--- config.mk ---
export PLATFORM = sky130hd
export DESIGN_NAME = tile_map_hitbox_collision
export DESIGN_NICKNAME = d
export VERILOG_FILES = /design/src/rtl/core/tmhc_pkg.sv /design/src/rtl/core/tile_map_hitbox_collision.sv
export SDC_FILE = /design/constraint.sdc
export NUM_CORES = 2
export LEC_CHECK = 0
export BUFFER_PORTS_ARGS = -buffer_cell sky130_fd_sc_hd__buf_2
export CELL_PAD_IN_SITES_DETAIL_PLACEMENT = 2
export CELL_PAD_IN_SITES_GLOBAL_PLACEMENT = 2
export CORE_ASPECT_RATIO = 1.75
export CORE_UTILIZATION = 44
export DETAILED_ROUTE_END_ITERATION = 16
export HOLD_SLACK_MARGIN = 0.1
export PLACE_DENSITY_LB_ADDON = 0.3
export SLEW_MARGIN = 5
export SYNTH_ARGS = -nofsm -noshare
export SYNTH_HDL_FRONTEND = slang
export SYNTH_SLANG_ARGS = --single-unit
--- constraint.sdc ---
create_clock -name clk -period 36 [get_ports clk]
set_input_delay 5.4 -clock clk [delete_from_list [all_inputs] [get_ports clk]]
set_output_delay 5.4 -clock clk [all_outputs]
set_load 0.03 [all_outputs]
--- src/rtl/core/tmhc_pkg.sv ---
package tmhc_pkg;

	localparam int FRAC_BITS = 14;
	localparam int POS_W     = 22;
	localparam int EXT_W     = 15;
	localparam int EDGE_W    = POS_W + 1;
	localparam int IDX_W     = EDGE_W - FRAC_BITS;
	localparam int OVL_W     = FRAC_BITS + 1;

	localparam logic [7:0] CODE_WALL  = 8'h23;
	localparam logic [7:0] CODE_BRICK = 8'h25;
	localparam logic [7:0] CODE_DOOR  = 8'h64;

	localparam logic REQ_LOAD  = 1'b0;
	localparam logic REQ_QUERY = 1'b1;

	localparam logic CFG_MAP_COLS = 1'b0;
	localparam logic CFG_MAP_ROWS = 1'b1;

	localparam logic [6:0] MAP_COLS_RST = 7'd42;
	localparam logic [4:0] MAP_ROWS_RST = 5'd13;

	typedef struct packed {
		logic top;
		logic bottom;
		logic left;
		logic right;
	} side_t;

	typedef struct packed {
		logic tl;
		logic tr;
		logic bl;
		logic br;
	} corner_t;

endpackage

--- src/rtl/core/tile_map_hitbox_collision.sv ---
// channel | handshake            | payload
// --------+----------------------+--------------------------------------------------
// cfg     | cfg_we               | cfg_idx, cfg_wdata
// in      | in_valid / in_ready  | req_type, tile_row, tile_col, tile_code,
//         |                      | pos_x, pos_y, hitbox_w, hitbox_h
// out     | out_valid / out_ready| hit_top, hit_bottom, hit_left, hit_right
//
// One item per cycle while out_ready keeps the pipe moving; a query result is registered in s1, s2, s3 and s4.
// Loads write the tile row memory at the s1->s2 step and give no result.
// After reset a clearing pass over all MAP_ROWS rows (one memory row a cycle) holds in_ready low.
// Stages advance independently: bubbles close up behind a stalled result, nothing is lost.
module tile_map_hitbox_collision #(
	parameter int MAP_COLS = 64,
	parameter int MAP_ROWS = 16
) (
	input  logic                                 clk,
	input  logic                                 arst_n,
	input  logic                                 cfg_we,
	input  logic                                 cfg_idx,
	input  logic [6:0]                           cfg_wdata,
	input  logic                                 in_valid,
	output logic                                 in_ready,
	input  logic                                 req_type,
	input  logic [3:0]                           tile_row,
	input  logic [5:0]                           tile_col,
	input  logic [7:0]                           tile_code,
	input  logic signed [tmhc_pkg::POS_W-1:0]    pos_x,
	input  logic signed [tmhc_pkg::POS_W-1:0]    pos_y,
	input  logic [tmhc_pkg::EXT_W-1:0]           hitbox_w,
	input  logic [tmhc_pkg::EXT_W-1:0]           hitbox_h,
	output logic                                 out_valid,
	input  logic                                 out_ready,
	output logic                                 hit_top,
	output logic                                 hit_bottom,
	output logic                                 hit_left,
	output logic                                 hit_right
);
	import tmhc_pkg::*;

	localparam int RAW = (MAP_ROWS > 1) ? $clog2(MAP_ROWS) : 1;
	localparam int CAW = (MAP_COLS > 1) ? $clog2(MAP_COLS) : 1;

	logic [6:0] map_cols_q;
	logic [4:0] map_rows_q;
	logic           clr_busy_q;
	logic [RAW-1:0] clr_row_q;

	logic [MAP_COLS-1:0] mem [MAP_ROWS];

	logic en1, en2, en3, en4;

	// stage 1
	logic                     v_s1, type_s1, wr_ok_s1, solid_s1;
	logic [RAW-1:0]           wrow_s1;
	logic [CAW-1:0]           wcol_s1;
	logic signed [EDGE_W-1:0] top_s1, bot_s1, left_s1, right_s1;
	logic signed [EDGE_W-1:0] l_in, t_in;

	// stage 2
	logic                v_s2;
	side_t               bnd_s2;
	corner_t             ok_s2;
	logic [CAW-1:0]      cl_s2, cr_s2;
	logic [OVL_W-1:0]    dt_s2, dl_s2, db_s2, dr_s2;
	logic [MAP_COLS-1:0] rd_top_s2, rd_bot_s2;
	logic signed [IDX_W-1:0] rt, rb, cl, cr;
	logic rt_ok, rb_ok, cl_ok, cr_ok;
	logic signed [EDGE_W-1:0] row_lim, col_lim;
	side_t bnd_c;

	// stage 3
	logic    v_s3;
	side_t   bnd_s3;
	corner_t cor_s3;
	logic    t_lt_l_s3, t_lt_r_s3, b_lt_l_s3, b_lt_r_s3;
	corner_t cor_c;

	// stage 4
	logic  v_s4;
	side_t res_s4;
	side_t side_c;

	function automatic logic row_in(input logic signed [IDX_W-1:0] idx,
		input logic [4:0] lim);
		logic [IDX_W-2:0] mag;
		mag = idx[IDX_W-2:0];
		return !idx[IDX_W-1] && (32'(mag) < 32'(lim)) && (32'(mag) < 32'(MAP_ROWS));
	endfunction

	function automatic logic col_in(input logic signed [IDX_W-1:0] idx,
		input logic [6:0] lim);
		logic [IDX_W-2:0] mag;
		mag = idx[IDX_W-2:0];
		return !idx[IDX_W-1] && (32'(mag) < 32'(lim)) && (32'(mag) < 32'(MAP_COLS));
	endfunction

	assign en4 = !v_s4 || out_ready;
	assign en3 = !v_s3 || en4;
	assign en2 = !v_s2 || en3;
	assign en1 = !v_s1 || en2;
	assign in_ready = en1 && !clr_busy_q;

	always_ff @(posedge clk or negedge arst_n) begin
		if (!arst_n) begin
			map_cols_q <= MAP_COLS_RST;
			map_rows_q <= MAP_ROWS_RST;
		end else if (cfg_we) begin
			if (cfg_idx == CFG_MAP_COLS) map_cols_q <= cfg_wdata;
			if (cfg_idx == CFG_MAP_ROWS) map_rows_q <= cfg_wdata[4:0];
		end
	end

	always_ff @(posedge clk or negedge arst_n) begin
		if (!arst_n) begin
			clr_busy_q <= 1'b1;
			clr_row_q  <= '0;
		end else if (clr_busy_q) begin
			if (clr_row_q == RAW'(MAP_ROWS - 1)) clr_busy_q <= 1'b0;
			else clr_row_q <= clr_row_q + RAW'(1);
		end
	end

	// ---- stage 1: edges
	assign l_in = EDGE_W'(pos_x);
	assign t_in = EDGE_W'(pos_y);

	always_ff @(posedge clk or negedge arst_n) begin
		if (!arst_n) v_s1 <= 1'b0;
		else if (en1) v_s1 <= in_valid && in_ready;
	end

	always_ff @(posedge clk) begin
		if (en1) begin
			type_s1  <= req_type;
			wr_ok_s1 <= (32'(tile_row) < 32'(MAP_ROWS)) && (32'(tile_col) < 32'(MAP_COLS));
			solid_s1 <= (tile_code == CODE_WALL) || (tile_code == CODE_BRICK)
				|| (tile_code == CODE_DOOR);
			wrow_s1  <= RAW'(tile_row);
			wcol_s1  <= CAW'(tile_col);
			left_s1  <= l_in;
			top_s1   <= t_in;
			right_s1 <= l_in + $signed(EDGE_W'(hitbox_w));
			bot_s1   <= t_in + $signed(EDGE_W'(hitbox_h));
		end
	end

	// ---- stage 2: bounds, corner indexes, memory access
	assign rt = top_s1[EDGE_W-1:FRAC_BITS];
	assign rb = bot_s1[EDGE_W-1:FRAC_BITS];
	assign cl = left_s1[EDGE_W-1:FRAC_BITS];
	assign cr = right_s1[EDGE_W-1:FRAC_BITS];
	assign rt_ok = row_in(rt, map_rows_q);
	assign rb_ok = row_in(rb, map_rows_q);
	assign cl_ok = col_in(cl, map_cols_q);
	assign cr_ok = col_in(cr, map_cols_q);
	assign row_lim = $signed(EDGE_W'({map_rows_q, {FRAC_BITS{1'b0}}}));
	assign col_lim = $signed(EDGE_W'({map_cols_q, {FRAC_BITS{1'b0}}}));

	always_comb begin
		bnd_c.top    = top_s1[EDGE_W-1];
		bnd_c.bottom = bot_s1 > row_lim;
		bnd_c.left   = left_s1[EDGE_W-1];
		bnd_c.right  = right_s1 > col_lim;
	end

	always_ff @(posedge clk) begin
		if (clr_busy_q) begin
			mem[clr_row_q] <= '0;
		end else if (en2 && v_s1 && (type_s1 == REQ_LOAD) && wr_ok_s1) begin
			mem[wrow_s1][wcol_s1] <= solid_s1;
		end
		if (en2) begin
			rd_top_s2 <= mem[RAW'(rt[IDX_W-2:0])];
			rd_bot_s2 <= mem[RAW'(rb[IDX_W-2:0])];
		end
	end

	always_ff @(posedge clk or negedge arst_n) begin
		if (!arst_n) v_s2 <= 1'b0;
		else if (en2) v_s2 <= v_s1 && (type_s1 == REQ_QUERY);
	end

	always_ff @(posedge clk) begin
		if (en2) begin
			bnd_s2 <= bnd_c;
			ok_s2  <= '{tl: rt_ok && cl_ok, tr: rt_ok && cr_ok,
				bl: rb_ok && cl_ok, br: rb_ok && cr_ok};
			cl_s2  <= CAW'(cl[IDX_W-2:0]);
			cr_s2  <= CAW'(cr[IDX_W-2:0]);
			dt_s2  <= OVL_W'(1 << FRAC_BITS) - OVL_W'(top_s1[FRAC_BITS-1:0]);
			dl_s2  <= OVL_W'(1 << FRAC_BITS) - OVL_W'(left_s1[FRAC_BITS-1:0]);
			db_s2  <= OVL_W'(bot_s1[FRAC_BITS-1:0]);
			dr_s2  <= OVL_W'(right_s1[FRAC_BITS-1:0]);
		end
	end

	// ---- stage 3: corner bits, overlap compares
	always_comb begin
		cor_c.tl = ok_s2.tl && rd_top_s2[cl_s2];
		cor_c.tr = ok_s2.tr && rd_top_s2[cr_s2];
		cor_c.bl = ok_s2.bl && rd_bot_s2[cl_s2];
		cor_c.br = ok_s2.br && rd_bot_s2[cr_s2];
	end

	always_ff @(posedge clk or negedge arst_n) begin
		if (!arst_n) v_s3 <= 1'b0;
		else if (en3) v_s3 <= v_s2;
	end

	always_ff @(posedge clk) begin
		if (en3) begin
			bnd_s3    <= bnd_s2;
			cor_s3    <= cor_c;
			t_lt_l_s3 <= dt_s2 < dl_s2;
			t_lt_r_s3 <= dt_s2 < dr_s2;
			b_lt_l_s3 <= db_s2 < dl_s2;
			b_lt_r_s3 <= db_s2 < dr_s2;
		end
	end

	// ---- stage 4: pattern priority
	always_comb begin
		side_c = '0;
		if (cor_s3.tl && cor_s3.tr && cor_s3.bl && cor_s3.br) begin
			side_c = '1;
		end else if (cor_s3.tl && cor_s3.bl && cor_s3.tr) begin
			side_c.left = 1'b1;
			side_c.top  = 1'b1;
		end else if (cor_s3.tl && cor_s3.bl && cor_s3.br) begin
			side_c.left   = 1'b1;
			side_c.bottom = 1'b1;
		end else if (cor_s3.tr && cor_s3.br && cor_s3.tl) begin
			side_c.right = 1'b1;
			side_c.top   = 1'b1;
		end else if (cor_s3.tr && cor_s3.br && cor_s3.bl) begin
			side_c.right  = 1'b1;
			side_c.bottom = 1'b1;
		end else if (cor_s3.tl && cor_s3.tr) begin
			side_c.top = 1'b1;
		end else if (cor_s3.bl && cor_s3.br) begin
			side_c.bottom = 1'b1;
		end else if (cor_s3.tl && cor_s3.bl) begin
			side_c.left = 1'b1;
		end else if (cor_s3.tr && cor_s3.br) begin
			side_c.right = 1'b1;
		end else if ((cor_s3.tr && cor_s3.bl) || (cor_s3.tl && cor_s3.br)) begin
			side_c = '0; // diagonal pair
		end else if (cor_s3.tl) begin
			if (t_lt_l_s3) side_c.top = 1'b1;
			else side_c.left = 1'b1;
		end else if (cor_s3.tr) begin
			if (t_lt_r_s3) side_c.top = 1'b1;
			else side_c.right = 1'b1;
		end else if (cor_s3.bl) begin
			if (b_lt_l_s3) side_c.bottom = 1'b1;
			else side_c.left = 1'b1;
		end else if (cor_s3.br) begin
			if (b_lt_r_s3) side_c.bottom = 1'b1;
			else side_c.right = 1'b1;
		end
	end

	always_ff @(posedge clk or negedge arst_n) begin
		if (!arst_n) v_s4 <= 1'b0;
		else if (en4) v_s4 <= v_s3;
	end

	always_ff @(posedge clk) begin
		if (en4) res_s4 <= side_c | bnd_s3;
	end

	assign out_valid  = v_s4;
	assign hit_top    = res_s4.top;
	assign hit_bottom = res_s4.bottom;
	assign hit_left   = res_s4.left;
	assign hit_right  = res_s4.right;

`ifndef SYNTHESIS
	a_clr_blocks_input: assert property (@(posedge clk) disable iff (!arst_n)
		clr_busy_q |-> !in_ready)
		else $error("item taken during clearing pass");

	a_clr_length: assert property (@(posedge clk) disable iff (!arst_n)
		$fell(clr_busy_q) |-> ($past(clr_row_q) == RAW'(MAP_ROWS - 1)))
		else $error("clearing pass ended early");

	a_full_corners: assert property (@(posedge clk) disable iff (!arst_n)
		(en4 && v_s3 && (&cor_s3)) |=> (hit_top && hit_bottom && hit_left && hit_right))
		else $error("four solid corners did not block all sides");

	a_no_hit_clear: assert property (@(posedge clk) disable iff (!arst_n)
		(en4 && v_s3 && !(|cor_s3) && !(|bnd_s3))
		|=> (out_valid && !hit_top && !hit_bottom && !hit_left && !hit_right))
		else $error("flag raised with no corner and no bound hit");

	a_s2_hold: assert property (@(posedge clk) disable iff (!arst_n)
		(v_s2 && !en3) |=> v_s2)
		else $error("stalled stage 2 item lost");
`endif

endmodule
* After elaboration in Yosys (flattened, before gate mapping)
Memories as Yosys holds them, arrays and structs flattened. A register that Yosys moved wholly into a read port is not among the register bits. Index checks and enable logic that the tools add are counted.
Storage, ports and cells: register bits 217, bits in latches 0, RAM bits 1024, memory bits (read-only) 0, output and inout bits 6, word-level logic and storage cells 217, memories kept 1
Cells by class: add/subtract/negate cells 5, $mul 0, div/mod/pow operators 0, $lt $le $gt $ge 18, equal/unequal tests 4, shifts and indexed selects 0, multiplexer cells 85, bitwise operators 4, reduce and logical (&&, ||, !) cells 54
Memory list:
- mem | depth 16, width 64, read ports 2, clocked after Yosys merged registers in 2, wr ports 1, RTL line tile_map_hitbox_collision.sv:48 | logic [MAP_COLS-1:0] mem [MAP_ROWS];
Operators with widths (number):
- $mux 64 | 3
- $reduce_or 64->1 | 1
- $mux 1 | 48
- $add 22x16->23 | 2
- $logic_and 1x1->1 | 34
- $mux 2 | 16
- $mux 3 | 10
- $sub 15x14->15 const A | 2
- $bmux 1 s6 | 4
- $gt 23x20->1 | 1
- $gt 23x22->1 | 1
- $lt 6x7->1 const B | 3
- $eq 8x6->1 const B | 2
- $lt 8x5->1 | 2
- $lt 8x5->1 const B | 2
- $lt 8x7->1 | 2
- $lt 8x7->1 const B | 2
- $lt 14x15->1 | 1
- $lt 15x14->1 | 1
- $lt 15x15->1 | 1
- $lt 14x14->1 | 1
- $mux 4 | 3
- $logic_not 1->1 | 9
- $eq 8x7->1 const B | 1
- other kinds (8) | 18

* Logic depth before layout (Yosys ltp)
depth after elaboration 35, gate-level depth with buffers 13, gate-level depth less buffers 10

* Worst setup path before layout
OpenSTA, ideal clock, no wires.
kind input to register, from in out_ready, to mem mem[0][0], data pin, arrival 32.236 ns, path slack -1.188 ns, stages 6, buffers on the path 1, path through nor2b_4 and3_4 inv_2 nand3_4 buf_8 nor2_1
Between the ends: word-level cells in the longest chain between the ends 10
Ends and longest elaborated chain:
- start: declaration | RTL line tile_map_hitbox_collision.sv:32 | input logic out_ready,
- $logic_or 1x1->1 | RTL line tile_map_hitbox_collision.sv:97 | assign en4 = !v_s4 || out_ready;
- $logic_or 1x1->1 | RTL line tile_map_hitbox_collision.sv:98 | assign en3 = !v_s3 || en4;
- $logic_or 1x1->1 | RTL line tile_map_hitbox_collision.sv:99 | assign en2 = !v_s2 || en3;
- named net en2 | RTL line tile_map_hitbox_collision.sv:50 | logic en1, en2, en3, en4;
- $logic_and 1x1->1 (2 in series) | RTL line tile_map_hitbox_collision.sv:169 | end else if (en2 && v_s1 && (type_s1 == REQ_LOAD) && wr_ok_s1) begin
- $mux 1 | RTL line tile_map_hitbox_collision.sv:169
- $mux 1 | RTL line tile_map_hitbox_collision.sv:167 | if (clr_busy_q) begin
- $mux 64 (not written as such) | RTL line tile_map_hitbox_collision.sv:170 | mem[wrow_s1][wcol_s1] <= solid_s1;
- $reduce_or 64->1 (no source line)
- $mux 64 (no source line)
- end: declaration | RTL line tile_map_hitbox_collision.sv:48
The timed path passes the listed nets, and every way through them passes these cells.

* Final worst setup path
from in out_ready, to out in_ready
Between the ends: word-level cells in the longest chain between the ends 5
Ends and longest elaborated chain:
- $logic_or 1x1->1 | RTL line tile_map_hitbox_collision.sv:97
- $logic_or 1x1->1 | RTL line tile_map_hitbox_collision.sv:98
- $logic_or 1x1->1 | RTL line tile_map_hitbox_collision.sv:99
- $logic_or 1x1->1 | RTL line tile_map_hitbox_collision.sv:100 | assign en1 = !v_s1 || en2;
- $logic_and 1x1->1 | RTL line tile_map_hitbox_collision.sv:101 | assign in_ready = en1 && !clr_busy_q;
- end: declaration | RTL line tile_map_hitbox_collision.sv:22 | output logic in_ready,
Every way passes these cells.

==> flow_summary.yaml <==
synth:
  synth_top_family_by_area: "multiplexers"
  syn_area_um2: 68270
  yosysTopAreaCell: "edfxtp_1"
  synth.yosys.warnings: 0
  synth_adder_area_share_pct: 2.075
  synth_simple_gate_area_share_pct: 8.018
  synthDistinctLibCells: 78
  syn_nets: 4504
  synth_enable_flop_cells: 1348
  synthXorXnorAreaFrac_pct: 0.8210
  syn_avg_cell_area_um2: 15.93
  synth_mux_area_share_pct: 23.81
  synthArstFlopShare_pct: 1.534
  ys_seq_area_share_pct: 60.07
  ys_seq_elements: 1369
  synth.area.top_cells: "edfxtp_1 (59%), mux4_2 (23%), nor2_1 (6.0%), ha_1 (2.0%), buf_2 (1.4%)"
  synth-compound-area-share_pct: 2.507
  syn_inst: 4286
  synth.top_cell.area_share_pct: 59.29
  synthFlopType: "edfxtp_1"
power:
  combPwrFrac_pct: 11.0
  power_switching_mw: 0.9232
  ir_drop_v: 0.00004406
  sw_frac_of_total_pct: 25.29
  p_leak_nw: 26.38
  seq_power_share_pct: 49.7
  p_total_mw: 3.650
  power.internal_mw: 2.727
  power-per-cell-area_nw_per_um2: 48.71
  pwr-share-clk_pct: 39.3
placement:
  portBuffers: 111
  hpwl_um: 137600
  place_congestion: 0.8228
final_layout:
  finalNetCount: 4481
  final_common_cell: "edfxtp_1"
  drive_above_1_share_pct: 26.54
  mostFrequentLayoutCells: "edfxtp_1 (1348), nor2_1 (1088), mux4_2 (704), clkbuf_16 (137), buf_2 (111)"
  areaGrowthSynthToFinish_pct: 9.742
grt:
  grt_antenna_before_repair: 18
  grt_overflow_total: 0
  grt_max_degree: 288
  grt_use_total_pct: 29.99
  grt_pass1_vias: 46130
  grt_pass1_wl_um: 332500
timing:
  final_hold_viol_count: 0
  drv_slew: 0
  post-route-period-util_pct: 32.24
  period_minus_slack_ns: 11.61
  fmax_mhz: 86.15
  fin_skew_ns: 0.03774
  slew_headroom_pct: 8.698
  worstMarginPinSlew_ns: 1.370
  fin_setup_tns_ns: 0
  setup_viol: 0
  timing.hold.ws_ns: 0.4213
  rsz0062_at_grt: "no"
routing:
  vias_per_cell: 6.453
  post-route-drc-count: 0
  vias: 41180
  first_pass_iters: 5
  ant_nets: 0
  wl_per_cell_um: 36.33
  wl_um: 231900
  first_iter_violations: 3942
die:
  start_util_pct: 44.46
  dieArea_um2: 156800
  fp.coreArea_um2: 153600
  ios: 112
  dieHeight_um: 523.1
  fp.dieW_um: 299.8
  num_rows: 190
worst_setup_path:
  crit_type: "in -> out"
  cp.arrival_ns: 6.21
  start_kind: "input pin"
  crit-reg2reg-launch: "out_valid$_DFFE_PN0P_"
  crit_start: "out_ready"
  crit_fanout: 4
  endpoint_kind: "output port"
  required_ns: 30.60
clock_tree:
  post_cts_resized: 0
  cts_buffer_depth: 3
  cts.sinks: 1369
  cts_hold_buf: 0
  numCtsBuffers: 134
  cts_root_buf: "clkbuf_16"
  htreeDepth: 4
  clk_latency_ns: 0.78
  post-cts-setup-buffers: 0
  clk_pin_slew_ns: 0.06
  cts_tree: "yes"
worst_hold_path:
  hold_path_class: "reg -> reg"
  hp-start: "bnd_s2[0]$_DFFE_PP_"
flow_run:
  maxCapViolCount: 0
outcome:
  outcome: "complete, no violations"
[cells in the mapped netlist, drive strengths merged, types with 8 or more instances]
master  number
clkbuf     127
nand2       76
inv         73
nand3       13
nor2b       21
a211oi      11
edfxtp    1348
o211ai       9
xor2        21
a21oi      111
xnor2       43
mux2i       20
buf        217
mux4       704
dfrtp       14
a31oi        9
and3        10
nor4        15
or4          8
ha         110
nand4       10
nor2      1090
mux2        11
a21o        29
nand2b      24
nor3        23
o21a         9
o21ai       39
[path summary, 6_finish.rpt]
check | to | slack (ns) | depth (start not counted)
worst max-delay path | in_ready | 24.39 | 5
worst min-delay path | bnd_s3[0]$_DFFE_PP_ | 0.42 | 0
worst max register to register | mem[0][20]$_DFFE_PP_ | 30.46 | 8
worst min register to register | bnd_s3[0]$_DFFE_PP_ | 0.42 | 0
max in group asynchronous | clr_row_q[1]$_DFFE_PN0P_ | 30.83 | 1
min in group asynchronous | v_s3$_DFFE_PN0P_ | 4.69 | 1
[power groups by stage]
stage	clock, mW	sequential (mW)	combinational [mW]
floorplan	0	1.82	0.270
global placement	0	1.84	0.394
detailed placement	0	1.85	0.402
CTS	1.45	1.81	0.406
global route	1.50	1.81	0.427
finish	1.43	1.81	0.402
[worst max-delay path: stages]
cell and delay (ns):
buf_2 0.11, nor2b_4 0.13, and3_4 0.26, a21oi_1 0.09
buf_2 0.21
[per-stage QoR]
| stage | utilization (%) | std cells | cell area [um^2] | setup slack (ns) |
|---|---|---|---|---|
| floorplan | - | 4286 | 68280 | 9.894 |
| global placement | 45.97 | 6143 | 70590 | 24.43 |
| detailed placement | 45.97 | 6143 | 70590 | 24.40 |
| CTS | 48.75 | 6375 | 74870 | 24.39 |
| global route | 48.78 | 6379 | 74920 | 24.36 |
| finish | 48.79 | 6382 | 74920 | 24.39 |
[state kept, by name, summed over array words and instances (netlist names), 7 cells and up]
register	cells
map_cols_q	7
right_s1	23
left_s1	22
rd_bot_s2	64
rd_top_s2	64
dl_s2	15
db_s2	14
bot_s1	23
mem	1024
dr_s2	14
dt_s2	15
top_s1	22
[area by class of cell]
class	instances	area, um^2
clock buffers	168	3565
multi-input cells	2500	25600
fillers	14010	78650
flip-flops and latches	1369	41010
repair buffers	185	1211
clock inverters	64	710.7
inverters	73	281.5
diodes	7	17.52
well taps	2016	2522
[routing by layer]
layer / up-vias / global-route usage (%) / part of all wire (%)
li1: 16680 / - / -
met1: 22200 / 33.35 / 34
met2: 1755 / 54.77 / 54
met3: 527 / 4.604 / 6.3
met4: 20 / 16.20 / 6.0
met5: - / 0 / 0.053
[cells by family after synthesis]
family,count (synthesis)
flip-flops,1369
AND/OR/NAND/NOR,1319
multiplexers,735
buffers and inverters,417
AO/OA/AOI/OAI,270
adder cells (fa/ha/maj),112
XOR/XNOR,64
Power figures use the tool's default switching activity.
